--- config.mk ---
export PLATFORM = sky130hd
export DESIGN_NAME = clock_string_to_unix_time_flat
export DESIGN_NICKNAME = d
export VERILOG_FILES = /design/src/hw/rtl/ctu_pkg.sv /design/src/hw/rtl/ctu_if.sv /design/src/hw/rtl/ctu_front.sv /design/src/hw/rtl/ctu_queue.sv /design/src/hw/rtl/ctu_back.sv /design/src/hw/rtl/clock_string_to_unix_time.sv /design/src/flat_wrapper.sv
export VERILOG_INCLUDE_DIRS = /design/src /design/src/hw/rtl
export SDC_FILE = /design/constraint.sdc
export NUM_CORES = 1
export LEC_CHECK = 0
export ABC_AREA = 1
export BUFFER_PORTS_ARGS = -buffer_cell sky130_fd_sc_hd__buf_2
export CORE_ASPECT_RATIO = 2
export CORE_MARGIN = 2
export CORE_UTILIZATION = 55
export DETAILED_ROUTE_END_ITERATION = 10
export PLACE_DENSITY_LB_ADDON = 0.08
export REMOVE_ABC_BUFFERS = 1
export SYNTH_ARGS = -nofsm -noshare
export SYNTH_HDL_FRONTEND = slang
export SYNTH_SLANG_ARGS = --single-unit
--- constraint.sdc ---
create_clock -name i_clk -period 6.85 [get_ports i_clk]
set_input_delay 2.055 -clock i_clk [delete_from_list [all_inputs] [get_ports i_clk]]
set_output_delay 2.055 -clock i_clk [all_outputs]
set_load 0.03 [all_outputs]
--- src/hw/rtl/clock_string_to_unix_time_assert.svh ---
// ----------------------------------------------------------------------------
// Clock string to Unix time: assertion macros
// Concurrent assertion wrappers used by the field queue RTL. With SYNTH defined
// the macros expand to nothing.
// ----------------------------------------------------------------------------
`ifndef CLOCK_STRING_TO_UNIX_TIME_ASSERT_SVH
`define CLOCK_STRING_TO_UNIX_TIME_ASSERT_SVH

`ifndef SYNTH

// Checked on every rising edge outside of reset.
`define CTU_ASSERT(lbl, clk, rst_n, prop, msg) \
    lbl: assert property (@(posedge clk) disable iff (!rst_n) prop) else $error(msg);

// Checked on every rising edge, reset included.
`define CTU_ASSERT_ALWAYS(lbl, clk, prop, msg) \
    lbl: assert property (@(posedge clk) prop) else $error(msg);

`else

`define CTU_ASSERT(lbl, clk, rst_n, prop, msg)
`define CTU_ASSERT_ALWAYS(lbl, clk, prop, msg)

`endif

`endif

--- src/hw/rtl/ctu_pkg.sv ---
// ----------------------------------------------------------------------------
// Clock string to Unix time: package
// Widths, character codes, date constants and shared types.
// ----------------------------------------------------------------------------
`timescale 1ns / 1ps
`default_nettype none

package ctu_pkg;

    localparam int CHAR_W  = 8;
    localparam int FIELD_W = 7;
    localparam int POS_W   = 5;
    localparam int TS_W    = 32;

    localparam int CTU_QUEUE_DEPTH = 4;

    localparam logic [POS_W-1:0] POS_MAX       = 5'd31;
    localparam logic [POS_W-1:0] ZONE_SIGN_POS = 5'd18;

    localparam logic [CHAR_W-1:0] CHAR_ZERO = 8'h30;
    localparam logic [CHAR_W-1:0] CHAR_NINE = 8'h39;
    localparam logic [CHAR_W-1:0] CHAR_PLUS = 8'h2B;

    localparam logic [TS_W-1:0] EPOCH_2000      = 32'd946684800;
    localparam logic [TS_W-1:0] SEC_PER_DAY     = 32'd86400;
    localparam logic [16:0]     SEC_PER_QUARTER = 17'd900;

    typedef enum logic [2:0] {
        FLD_NONE,
        FLD_YEAR,
        FLD_MONTH,
        FLD_DAY,
        FLD_HOUR,
        FLD_MINUTE,
        FLD_SECOND,
        FLD_ZONE
    } t_field;

    typedef struct packed {
        t_field field;
        logic   first;
    } t_slot;

    typedef struct packed {
        logic [FIELD_W-1:0] year;
        logic [FIELD_W-1:0] month;
        logic [FIELD_W-1:0] day;
        logic [FIELD_W-1:0] hour;
        logic [FIELD_W-1:0] minute;
        logic [FIELD_W-1:0] second;
        logic [FIELD_W-1:0] zone;
        logic               ahead;
    } t_fields;

    typedef struct packed {
        logic    push;
        t_fields fields;
    } t_push;

    typedef struct packed {
        logic    valid;
        t_fields fields;
    } t_queue_out;

    // Which field a string position feeds, and whether it is the first digit.
    function automatic t_slot slot_of(input logic [POS_W-1:0] pos);
        t_slot s;
        s.field = FLD_NONE;
        s.first = 1'b0;
        case (pos)
            5'd1:  begin s.field = FLD_YEAR;   s.first = 1'b1; end
            5'd2:  begin s.field = FLD_YEAR;   end
            5'd4:  begin s.field = FLD_MONTH;  s.first = 1'b1; end
            5'd5:  begin s.field = FLD_MONTH;  end
            5'd7:  begin s.field = FLD_DAY;    s.first = 1'b1; end
            5'd8:  begin s.field = FLD_DAY;    end
            5'd10: begin s.field = FLD_HOUR;   s.first = 1'b1; end
            5'd11: begin s.field = FLD_HOUR;   end
            5'd13: begin s.field = FLD_MINUTE; s.first = 1'b1; end
            5'd14: begin s.field = FLD_MINUTE; end
            5'd16: begin s.field = FLD_SECOND; s.first = 1'b1; end
            5'd17: begin s.field = FLD_SECOND; end
            5'd19: begin s.field = FLD_ZONE;   s.first = 1'b1; end
            5'd20: begin s.field = FLD_ZONE;   end
            default: begin s.field = FLD_NONE; end
        endcase
        return s;
    endfunction

    // Days in the year before the first of a month, month index 0 to 11.
    function automatic logic [8:0] days_before_month(input logic [3:0] idx);
        logic [8:0] d;
        case (idx)
            4'd0:    d = 9'd0;
            4'd1:    d = 9'd31;
            4'd2:    d = 9'd59;
            4'd3:    d = 9'd90;
            4'd4:    d = 9'd120;
            4'd5:    d = 9'd151;
            4'd6:    d = 9'd181;
            4'd7:    d = 9'd212;
            4'd8:    d = 9'd243;
            4'd9:    d = 9'd273;
            4'd10:   d = 9'd304;
            4'd11:   d = 9'd334;
            default: d = 9'd0;
        endcase
        return d;
    endfunction

endpackage

`default_nettype wire

--- src/hw/rtl/ctu_if.sv ---
// ----------------------------------------------------------------------------
// Clock string to Unix time: channel interfaces
// Valid/ready channels for the character stream and the timestamp results.
// ----------------------------------------------------------------------------
`timescale 1ns / 1ps
`default_nettype none

interface ctu_char_if import ctu_pkg::*; ();
    logic              valid;
    logic              ready;
    logic [CHAR_W-1:0] character;
    logic              last;

    modport source (output valid, output character, output last, input ready);
    modport sink (input valid, input character, input last, output ready);
endinterface

interface ctu_time_if import ctu_pkg::*; ();
    logic            valid;
    logic            ready;
    logic [TS_W-1:0] timestamp;

    modport source (output valid, output timestamp, input ready);
    modport sink (input valid, input timestamp, output ready);
endinterface

`default_nettype wire

--- src/hw/rtl/ctu_front.sv ---
// ----------------------------------------------------------------------------
// Clock string to Unix time: string parser
// Takes one character per transfer, accumulates the two-digit fields at their
// fixed positions and hands the finished field set to the queue on the last
// character.
// ----------------------------------------------------------------------------
`timescale 1ns / 1ps
`default_nettype none

module ctu_front import ctu_pkg::*; (
    input  logic          i_clk,
    input  logic          i_rst_n,
    ctu_char_if.sink      i_chr,
    input  logic          i_full,
    output t_push         o_push
);

    logic [POS_W-1:0]   r_position, n_position;
    t_fields            r_f, n_f;
    logic               r_stopped, n_stopped;

    logic               w_accept;
    t_slot              w_slot;
    logic [FIELD_W-1:0] w_cur;
    logic [FIELD_W-1:0] w_base;
    logic [FIELD_W-1:0] w_acc;
    logic [FIELD_W-1:0] w_new;
    logic               w_stop_in;
    logic               w_is_digit;

    assign i_chr.ready = !i_full;
    assign w_accept    = i_chr.valid && i_chr.ready;

    always_comb begin
        w_slot     = slot_of(r_position);
        n_f        = r_f;
        n_stopped  = r_stopped;
        case (w_slot.field)
            FLD_YEAR:   w_cur = r_f.year;
            FLD_MONTH:  w_cur = r_f.month;
            FLD_DAY:    w_cur = r_f.day;
            FLD_HOUR:   w_cur = r_f.hour;
            FLD_MINUTE: w_cur = r_f.minute;
            FLD_SECOND: w_cur = r_f.second;
            FLD_ZONE:   w_cur = r_f.zone;
            default:    w_cur = '0;
        endcase

        // The first digit position restarts its field like a fresh atoi call.
        w_base     = w_slot.first ? '0 : w_cur;
        w_stop_in  = w_slot.first ? 1'b0 : r_stopped;
        w_is_digit = i_chr.character inside {[CHAR_ZERO:CHAR_NINE]};
        w_acc      = FIELD_W'(({4'b0, w_base} << 3) + ({4'b0, w_base} << 1)
                              + 11'(i_chr.character[3:0]));
        w_new      = (!w_stop_in && w_is_digit) ? w_acc : w_base;

        if (w_slot.field != FLD_NONE) begin
            n_stopped = w_stop_in || !w_is_digit;
        end

        case (w_slot.field)
            FLD_YEAR:   n_f.year   = w_new;
            FLD_MONTH:  n_f.month  = w_new;
            FLD_DAY:    n_f.day    = w_new;
            FLD_HOUR:   n_f.hour   = w_new;
            FLD_MINUTE: n_f.minute = w_new;
            FLD_SECOND: n_f.second = w_new;
            FLD_ZONE:   n_f.zone   = w_new;
            default:    ;
        endcase

        if (r_position == ZONE_SIGN_POS) begin
            n_f.ahead = (i_chr.character == CHAR_PLUS);
        end

        n_position = (r_position != POS_MAX) ? r_position + 1'b1 : r_position;
    end

    // The last character is folded in before the field set leaves.
    assign o_push.push   = w_accept && i_chr.last;
    assign o_push.fields = n_f;

    always_ff @(posedge i_clk) begin
        if (!i_rst_n) begin
            r_position <= '0;
            r_f        <= '0;
            r_stopped  <= 1'b0;
        end else if (w_accept) begin
            if (i_chr.last) begin
                r_position <= '0;
                r_f        <= '0;
                r_stopped  <= 1'b0;
            end else begin
                r_position <= n_position;
                r_f        <= n_f;
                r_stopped  <= n_stopped;
            end
        end
    end

endmodule

`default_nettype wire

--- src/hw/rtl/ctu_queue.sv ---
// ----------------------------------------------------------------------------
// Clock string to Unix time: field queue
// Small FIFO of parsed field sets between the parser and the date datapath.
// ----------------------------------------------------------------------------
`timescale 1ns / 1ps
`default_nettype none

`include "clock_string_to_unix_time_assert.svh"

module ctu_queue import ctu_pkg::*; #(
    parameter int DEPTH = CTU_QUEUE_DEPTH
) (
    input  logic       i_clk,
    input  logic       i_rst_n,
    input  t_push      i_push,
    output logic       o_full,
    output t_queue_out o_head,
    input  logic       i_pop
);

    localparam int PTR_W = $clog2(DEPTH);
    localparam int CNT_W = $clog2(DEPTH + 1);

    t_fields          r_mem [DEPTH];
    t_fields          r_head;
    logic [PTR_W-1:0] r_wr_ptr, n_wr_ptr;
    logic [PTR_W-1:0] r_rd_ptr, n_rd_ptr;
    logic [CNT_W-1:0] r_count, n_count;

    logic w_push;
    logic w_pop;
    logic w_empty;

    assign o_full  = (r_count == CNT_W'(DEPTH));
    assign w_empty = (r_count == '0);
    assign w_push  = i_push.push && !o_full;
    assign w_pop   = i_pop && !w_empty;

    assign o_head.valid  = !w_empty;
    assign o_head.fields = r_head;

    always_comb begin
        n_wr_ptr = r_wr_ptr;
        n_rd_ptr = r_rd_ptr;
        n_count  = r_count;
        if (w_push) begin
            n_wr_ptr = (r_wr_ptr == PTR_W'(DEPTH - 1)) ? '0 : r_wr_ptr + 1'b1;
        end
        if (w_pop) begin
            n_rd_ptr = (r_rd_ptr == PTR_W'(DEPTH - 1)) ? '0 : r_rd_ptr + 1'b1;
        end
        case ({w_push, w_pop})
            2'b10:   n_count = r_count + 1'b1;
            2'b01:   n_count = r_count - 1'b1;
            default: n_count = r_count;
        endcase
    end

    always_ff @(posedge i_clk) begin
        if (!i_rst_n) begin
            r_wr_ptr <= '0;
            r_rd_ptr <= '0;
            r_count  <= '0;
        end else begin
            r_wr_ptr <= n_wr_ptr;
            r_rd_ptr <= n_rd_ptr;
            r_count  <= n_count;
        end
    end

    // The head register follows the next read pointer; an entry written in the
    // same cycle that it becomes the head is taken straight from the input.
    always_ff @(posedge i_clk) begin
        if (w_push) begin
            r_mem[r_wr_ptr] <= i_push.fields;
        end
        if (w_push && (n_rd_ptr == r_wr_ptr)) begin
            r_head <= i_push.fields;
        end else begin
            r_head <= r_mem[n_rd_ptr];
        end
    end

    `CTU_ASSERT(a_no_push_when_full, i_clk, i_rst_n, !(i_push.push && o_full), "queue push while full")
    `CTU_ASSERT(a_no_pop_when_empty, i_clk, i_rst_n, !(i_pop && w_empty), "queue pop while empty")
    `CTU_ASSERT(a_count_bound, i_clk, i_rst_n, r_count <= CNT_W'(DEPTH), "queue count beyond depth")
    `CTU_ASSERT(a_count_tracks, i_clk, i_rst_n, (w_push && !w_pop) |=> (r_count == $past(r_count) + 1'b1), "queue count did not follow a push")

endmodule

`default_nettype wire

--- src/hw/rtl/ctu_back.sv ---
// ----------------------------------------------------------------------------
// Clock string to Unix time: date datapath
// Four-stage pipeline from a parsed field set to the UTC timestamp, with the
// last stage serving as the output register.
// ----------------------------------------------------------------------------
`timescale 1ns / 1ps
`default_nettype none

module ctu_back import ctu_pkg::*; (
    input  logic       i_clk,
    input  logic       i_rst_n,
    input  t_queue_out i_head,
    output logic       o_pop,
    ctu_time_if.source o_time
);

    logic               w_advance;

    // Stage 1: day count, hours and minutes, zone seconds.
    logic               r_s1_valid;
    logic signed [17:0] r_s1_days;
    logic [12:0]        r_s1_hm;
    logic [FIELD_W-1:0] r_s1_sec;
    logic [16:0]        r_s1_zone;
    logic               r_s1_ahead;

    // Stage 2: seconds of whole days, seconds within the day.
    logic               r_s2_valid;
    logic [TS_W-1:0]    r_s2_dsec;
    logic [18:0]        r_s2_hms;
    logic [16:0]        r_s2_zone;
    logic               r_s2_ahead;

    // Stage 3: epoch-based day seconds and the signed day offset.
    logic               r_s3_valid;
    logic [TS_W-1:0]    r_s3_base;
    logic [TS_W-1:0]    r_s3_off;

    logic               r_out_valid;
    logic [TS_W-1:0]    r_out_ts;

    logic [3:0]         w_month;
    logic [15:0]        w_y365;
    logic [5:0]         w_quad;
    logic               w_leap;
    logic [16:0]        w_days_u;
    logic signed [17:0] n_s1_days;

    assign w_advance    = !r_out_valid || o_time.ready;
    assign o_pop        = i_head.valid && w_advance;
    assign o_time.valid = r_out_valid;
    assign o_time.timestamp = r_out_ts;

    always_comb begin
        // Month 0 counts as January and anything past December as December.
        if (i_head.fields.month == '0) begin
            w_month = 4'd1;
        end else if (i_head.fields.month > 7'd12) begin
            w_month = 4'd12;
        end else begin
            w_month = i_head.fields.month[3:0];
        end
        w_y365    = 16'(i_head.fields.year) * 16'd365;
        w_quad    = 6'((8'(i_head.fields.year) + 8'd3) >> 2);
        w_leap    = (w_month > 4'd2) && (i_head.fields.year[1:0] == 2'b00);
        w_days_u  = 17'(w_y365) + 17'(w_quad) + 17'(days_before_month(w_month - 4'd1))
                  + 17'(w_leap) + 17'(i_head.fields.day);
        n_s1_days = $signed({1'b0, w_days_u}) - 18'sd1;
    end

    always_ff @(posedge i_clk) begin
        if (!i_rst_n) begin
            r_s1_valid  <= 1'b0;
            r_s2_valid  <= 1'b0;
            r_s3_valid  <= 1'b0;
            r_out_valid <= 1'b0;
        end else if (w_advance) begin
            r_s1_valid  <= i_head.valid;
            r_s2_valid  <= r_s1_valid;
            r_s3_valid  <= r_s2_valid;
            r_out_valid <= r_s3_valid;
        end
    end

    always_ff @(posedge i_clk) begin
        if (w_advance) begin
            r_s1_days  <= n_s1_days;
            r_s1_hm    <= 13'(i_head.fields.hour) * 13'd60 + 13'(i_head.fields.minute);
            r_s1_sec   <= i_head.fields.second;
            r_s1_zone  <= 17'(i_head.fields.zone) * SEC_PER_QUARTER;
            r_s1_ahead <= i_head.fields.ahead;

            r_s2_dsec  <= {{(TS_W - 18){r_s1_days[17]}}, r_s1_days} * SEC_PER_DAY;
            r_s2_hms   <= 19'(r_s1_hm) * 19'd60 + 19'(r_s1_sec);
            r_s2_zone  <= r_s1_zone;
            r_s2_ahead <= r_s1_ahead;

            r_s3_base  <= r_s2_dsec + EPOCH_2000;
            r_s3_off   <= r_s2_ahead ? (TS_W'(r_s2_hms) - TS_W'(r_s2_zone))
                                     : (TS_W'(r_s2_hms) + TS_W'(r_s2_zone));

            r_out_ts   <= r_s3_base + r_s3_off;
        end
    end

endmodule

`default_nettype wire

--- src/hw/rtl/clock_string_to_unix_time.sv ---
// The finished field set passes the field queue and the s1, s2, s3 and output registers.
// One character per cycle and one field set per cycle while the output is not stalled.
// The parser stalls only when the field queue is full behind a stalled output.
// Reset (i_rst_n low, synchronous) empties the queue and pipeline and clears the parser.
// ----------------------------------------------------------------------------
// Clock string to Unix time: top level
// Converts a "yy/MM/dd,hh:mm:ss+zz" character stream into a UTC Unix time.
// ----------------------------------------------------------------------------
`timescale 1ns / 1ps
`default_nettype none

module clock_string_to_unix_time import ctu_pkg::*; #(
    parameter int QUEUE_DEPTH = CTU_QUEUE_DEPTH
) (
    input  logic       i_clk,
    input  logic       i_rst_n,
    ctu_char_if.sink   i_chr,
    ctu_time_if.source o_time
);

    t_push      w_push;
    logic       w_full;
    t_queue_out w_head;
    logic       w_pop;

    ctu_front u_front (
        .i_clk   (i_clk),
        .i_rst_n (i_rst_n),
        .i_chr   (i_chr),
        .i_full  (w_full),
        .o_push  (w_push)
    );

    ctu_queue #(
        .DEPTH (QUEUE_DEPTH)
    ) u_queue (
        .i_clk   (i_clk),
        .i_rst_n (i_rst_n),
        .i_push  (w_push),
        .o_full  (w_full),
        .o_head  (w_head),
        .i_pop   (w_pop)
    );

    ctu_back u_back (
        .i_clk   (i_clk),
        .i_rst_n (i_rst_n),
        .i_head  (w_head),
        .o_pop   (w_pop),
        .o_time  (o_time)
    );

endmodule

`default_nettype wire
--- src/flat_wrapper.sv ---
// flat-port wrapper written by rule: the top's interface ports become plain ports
module clock_string_to_unix_time_flat import ctu_pkg::*;
#(
    parameter int QUEUE_DEPTH = CTU_QUEUE_DEPTH
)
  (i_clk, i_rst_n, i_chr_valid, i_chr_character, i_chr_last, i_chr_ready, o_time_valid, o_time_timestamp, o_time_ready);
  ctu_char_if i_chr_i ();
  ctu_time_if o_time_i ();
  input  logic i_clk;
  input  logic i_rst_n;
  input wire logic [$bits(i_chr_i.valid)-1:0] i_chr_valid;
  input wire logic [$bits(i_chr_i.character)-1:0] i_chr_character;
  input wire logic [$bits(i_chr_i.last)-1:0] i_chr_last;
  output wire logic [$bits(i_chr_i.ready)-1:0] i_chr_ready;
  output wire logic [$bits(o_time_i.valid)-1:0] o_time_valid;
  output wire logic [$bits(o_time_i.timestamp)-1:0] o_time_timestamp;
  input wire logic [$bits(o_time_i.ready)-1:0] o_time_ready;
  assign i_chr_i.valid = i_chr_valid;
  assign i_chr_i.character = i_chr_character;
  assign i_chr_i.last = i_chr_last;
  assign i_chr_ready = i_chr_i.ready;
  assign o_time_valid = o_time_i.valid;
  assign o_time_timestamp = o_time_i.timestamp;
  assign o_time_i.ready = o_time_ready;
  clock_string_to_unix_time #(.QUEUE_DEPTH(QUEUE_DEPTH)) u_core (.i_clk(i_clk), .i_rst_n(i_rst_n), .i_chr(i_chr_i), .o_time(o_time_i));
endmodule
## Yosys cells after proc, flatten, opt, wreduce, memory -nomap -nowiden

Memories as Yosys holds them, arrays and structs flattened. A register that Yosys moved wholly into a read port is not among the register bits.
Cells that the tools add are included.

- $add $sub $neg: 20
- $mul: 5
- Div/mod/pow operators: 0
- Order comparisons: 4
- Equality and inequality tests: 29
- Shift-type cells: 0
- Multiplexer cells: 28
- Bitwise gates (word level): 0
- Reduce and logical (&&, ||, !) cells: 32

Operators with widths:

| cell | count |
|---|---|
| $mux W7 | 9 |
| $mux W50 | 1 |
| $pmux W7 S7 | 1 |
| $add A32 B30 Y32 const B | 1 |
| $add A32 B32 Y32 | 1 |
| $mul A32 B10 Y25 const B | 1 |
| $mux W32 | 1 |
| $eq A5 B4 Y1 const B | 5 |
| $eq A5 B5 Y1 const B | 5 |
| $pmux W3 S7 | 1 |
| $add A19 B17 Y20 | 1 |
| $sub A19 B17 Y20 | 1 |
| $add A19 B7 Y19 | 1 |
| $sub A17 B1 Y18 const B | 1 |
| $add A16 B6 Y17 | 1 |
| $add A17 B1 Y17 | 1 |
| $add A17 B7 Y17 | 1 |
| $add A17 B9 Y17 | 1 |
| $mul A13 B4 Y17 const B | 1 |
| $mul A7 B9 Y16 const B | 1 |
| $eq A3 B3 Y1 const B | 5 |
| $eq A5 B3 Y1 const B | 3 |
| $mul A7 B8 Y15 const B | 1 |
| $reduce_or A2 Y1 | 7 |
| 37 further kinds | 66 |

- Bits in registers: 277
- Bits in latches: 0
- RAM bits: 200
- Memory bits (read-only): 144
- Bits of input ports: 13
- Output and inout port bits: 34
- Memories: 2

Memory list:

| memory | words | width | read ports | clocked after Yosys merged registers in | write ports | RTL line | text |
|---|---|---|---|---|---|---|---|
| u_core.u_queue.r_mem | 4 | 50 | 1 | 1 | 1 | ctu_queue.sv:24 | `t_fields r_mem [DEPTH];` |
| (name not given) | 16 | 9 | 1 | 0 | 0 | ctu_pkg.sv:93 | `case (idx)` |

## Logic depth before layout (Yosys ltp)

- Depth in word-level cells: 11
- Depth in mapped cells: 40
- Gate-level depth less buffers: 39

## By module

A second synthesis with hierarchy kept.

- Cell total of the unflattened synthesis: 3,341
- Area total of the unflattened synthesis: 31,392.6 sq um

Modules (own cells, without submodules):

| module | times used | cells an instance | area each (sq um) | sequential area each (sq um) |
|---|---|---|---|---|
| ctu_back | 1 | 2,149 | 19,269.7 | 5,845.6 |
| ctu_queue | 1 | 558 | 8,066.5 | 6,185.9 |
| ctu_front | 1 | 634 | 4,056.4 | 1,121.1 |

## Least setup slack after synthesis

Ideal clock, no wire load.

- Path type: register to register
- Start: reg (tool-made name)
- End: reg u_core.u_back.r_s1_days[15] (data pin)
- Setup time: 0.260 ns
- Data arrival time: 6.543 ns
- Data required time: 6.590 ns
- Setup slack: 0.047 ns
- Cell stages (with the launch flop): 36
- Clock period less this slack: 6.803 ns
- Cell sequence: dfxtp_1 > inv_1 > buf_2 > o41ai_1 > nand2_1 > inv_1 > nand2_1 > or2_2 > nand2_1 > inv_1 > ha_1 > inv_1 > ha_1 > inv_1 > nor2_1 > nand3b_1 > fa_1 > inv_1 > fa_1 > fa_1 > inv_1 > fa_1 > fa_1 > inv_1 > ha_1 > a21oi_1 > o21ai_0 > o21bai_1 > a21oi_1 > o21bai_1 > nand3_1 > nand2_1 > a21oi_1 > nor2_1 > nor2_1 > xor2_1

RTL lines:

| what | RTL line | text |
|---|---|---|
| end signal: assignment | ctu_back.sv:87 | `r_s1_days <= n_s1_days;` |
| end: declaration | ctu_back.sv:21 | `logic signed [17:0] r_s1_days;` |

==> out/metrics.cfg <==
[outcome]
outcome = finished with violations
violations = design-rule violations

[global_route]
use_met2 = 0.478
grt-ovfl-total = 0
grt.met1_usage = 0.208
grt_max_degree = 125
grt_usage = 0.229
grt_antenna_before_repair = 0
grt_pass1_vias = 20800
grt_pass1_wl_mm = 101
grt-busiest-layer = met2
use_met3 = 0.0213

[yosys]
syn_inst = 2893
ys_ff_latch = 461
async_flop_share = 0
synth-seq-area-share = 0.449
synth_cell_types = 60
synth_area_sq_um = 29300
avgSynthCellArea_sq_um = 10.1
yosys_most_used_dff = edfxtp_1
ys_warn_count = 0
synth_edf_count = 392

[sta]
tightest_slew_ns = 1.04
fin_crit_ns = 6.70
fin_ws_ns = 0.145
finalSetupViolations = 0
fin_skew_ns = 0.0234
finalHoldViolCount = 0
rsz0062_at_grt = yes
final_max_slew_viol_count = 0
relSlewSlack = 0.303
finalCritPeriodShare = 0.979
timing.fmax_mhz = 149

[clock_network]
root_buffer = clkbuf_16
clk_pin_slew_ns = 0.07
clock_sinks = 461
numCtsBuffers = 42
cts_tree = yes
htreeDepth = 2
cts.path.max_buffers = 3
clock_latency_ns = 0.58
holdBufCountCts = 0

[drt]
dr.pass1.iters = 8
routed_wirelength_mm = 62.6
ant_nets = 0
drc_errors = 9
wire_per_inst_um = 17.1
first_iter_violations = 854
vias = 20000
viasPerCell = 5.47

[placed_design]
placed_area_sq_um = 30400
dpl.hpwl_mm = 48.0
pre_cts_ws_ns = -0.0897
dp.cells = 3577
gp_congestion = 0.901
io_buffers = 46

[final_layout]
final_cells = 3659
drive_above_1_share = 0.0942
final_cell_area_sq_um = 32000
antennaDiodeCount = 0
final_cell_mix = 460 x nand2_1, 427 x inv_1, 392 x edfxtp_1
syn_to_final_growth_pct = 9.29
fin_util = 0.608
final_common_cell = nand2_1
final_nets = 3393

[floorplanning]
fp.dieH_um = 331
num_io_pins = 47
row_count = 119
die_w_um = 167
fp.coreArea_sq_um = 52700
floorplan.initialDensity = 0.556
die_area_sq_um = 55300

[setup_path]
start_kind = flip-flop
worstSetupEndpointType = flip-flop
path_class = flip-flop to flip-flop
slowest_stage = fa_1
worst_path_most_repeated_cell = inv_1
critical_path.max_fanout = 5
cp.required_ns = 7.18
crit_arrival_ns = 7.03
critical_path.max_stage_delay_ns = 0.53

[min_path]
hold_class = flip-flop to flip-flop

[flow_run]
max-cap-violations = 0

-- registers in the layout, indices dropped and copies added (netlist names), 3 cells and up, named ones only --
name / count
u_core.u_back.r_s2_zone: 15
u_core.u_queue.r_mem: 200
u_core.u_back.r_s1_days: 18
u_core.u_back.r_s2_hms: 19
u_core.u_front.r_f: 50
u_core.u_back.r_s1_zone: 15
u_core.u_back.r_s2_dsec: 25
u_core.u_queue.r_count: 3
u_core.u_back.r_s3_base: 25
u_core.u_back.r_s1_sec: 7
u_core.u_back.r_s3_off: 21
u_core.u_front.r_position: 5
u_core.u_back.o_time.timestamp: 32
u_core.u_back.r_s1_hm: 13
-- path summary, 6_finish.rpt --
| path | from | endpoint | slack [ns] | cells after the start |
|---|---|---|---|---|
| min reg2reg | u_core.u_back.r_s1_zone[12] | u_core.u_back.r_s2_zone[12] | 0.42 | 0 |
| min | u_core.u_back.r_s1_zone[12] | u_core.u_back.r_s2_zone[12] | 0.42 | 0 |
| max | u_core.u_queue.r_mem[3][40] | u_core.u_back.r_s1_days[15] | 0.15 | 35 |
| max reg2reg | u_core.u_queue.r_mem[3][40] | u_core.u_back.r_s1_days[15] | 0.15 | 35 |
-- critical path, delay by kind of cell (launching register included) --
kind            cells  cell delay, ns
simple gates       10            0.98
buf+inv             9            0.67
compound gates      7            1.23
flops               1            0.43
xor+xnor            1            0.13
fa+ha+maj           8            2.98
-- per-layer routing --
metal,wire length (um),share of wire
met2,36400,0.58
met3,1610,0.026
met4,3930,0.063
met5,0,0
met1,20700,0.33
-- stage by stage --
step	hold WS, ns	TNS, ns
global placement	0.402	0
floorplan	0.400	-29.84
CTS	0.418	0
detailed placement	0.407	-0.0897
global route	0.433	-0.218
finish	0.419	0
-- cells in the mapped netlist, types with 13 or more instances --
cell      count  share of area
o21ai_2      22         0.0066
nor2_1      175          0.022
clkbuf_1     50         0.0064
xor2_1      124          0.037
a31oi_1      13         0.0028
dfxtp_1      69          0.047
ha_1        284           0.12
inv_1       432          0.055
nand4_1      13         0.0028
o21bai_1     13         0.0033
nand3_1      70          0.012
xnor2_1      44          0.013
o22ai_1      43         0.0092
a21oi_1     210          0.036
nand2_2      21         0.0045
o21ai_0     154          0.026
nor3_1       24         0.0041
edfxtp_1    392           0.40
fa_1        133          0.091
nand2_1     464          0.059
-- cell type report --
| type | count | area [sq um] |
|---|---|---|
| fillers | 4418 | 20700 |
| flip-flops and latches | 461 | 13200 |
| repair buffers | 92 | 576 |
| clock buffers | 48 | 1070 |
| multi-input cells | 1926 | 14400 |
| well taps | 665 | 832 |
| inverters | 440 | 1670 |
| clock inverters | 27 | 373 |
-- what timing repair did --
| item | in CTS | in global routing |
|---|---|---|
| pin swaps | 0 | 11 |
| setup buffers | 0 | 7 |
| setup endpoints to repair | 2 | 6 |
| gates resized for setup | 2 | 26 |
-- cells by family after synthesis --
logic type,synth area share
AND/OR/NAND/NOR,0.118
AO/OA/AOI/OAI,0.105
buffers and inverters,0.0665
flip-flops,0.449
adder cells (fa/ha/maj),0.212
XOR/XNOR,0.0502
multiplexers,0.000341
Power is not shown: default switching activity piles up to over one toggle a cycle in this logic, so the estimate is an artifact.
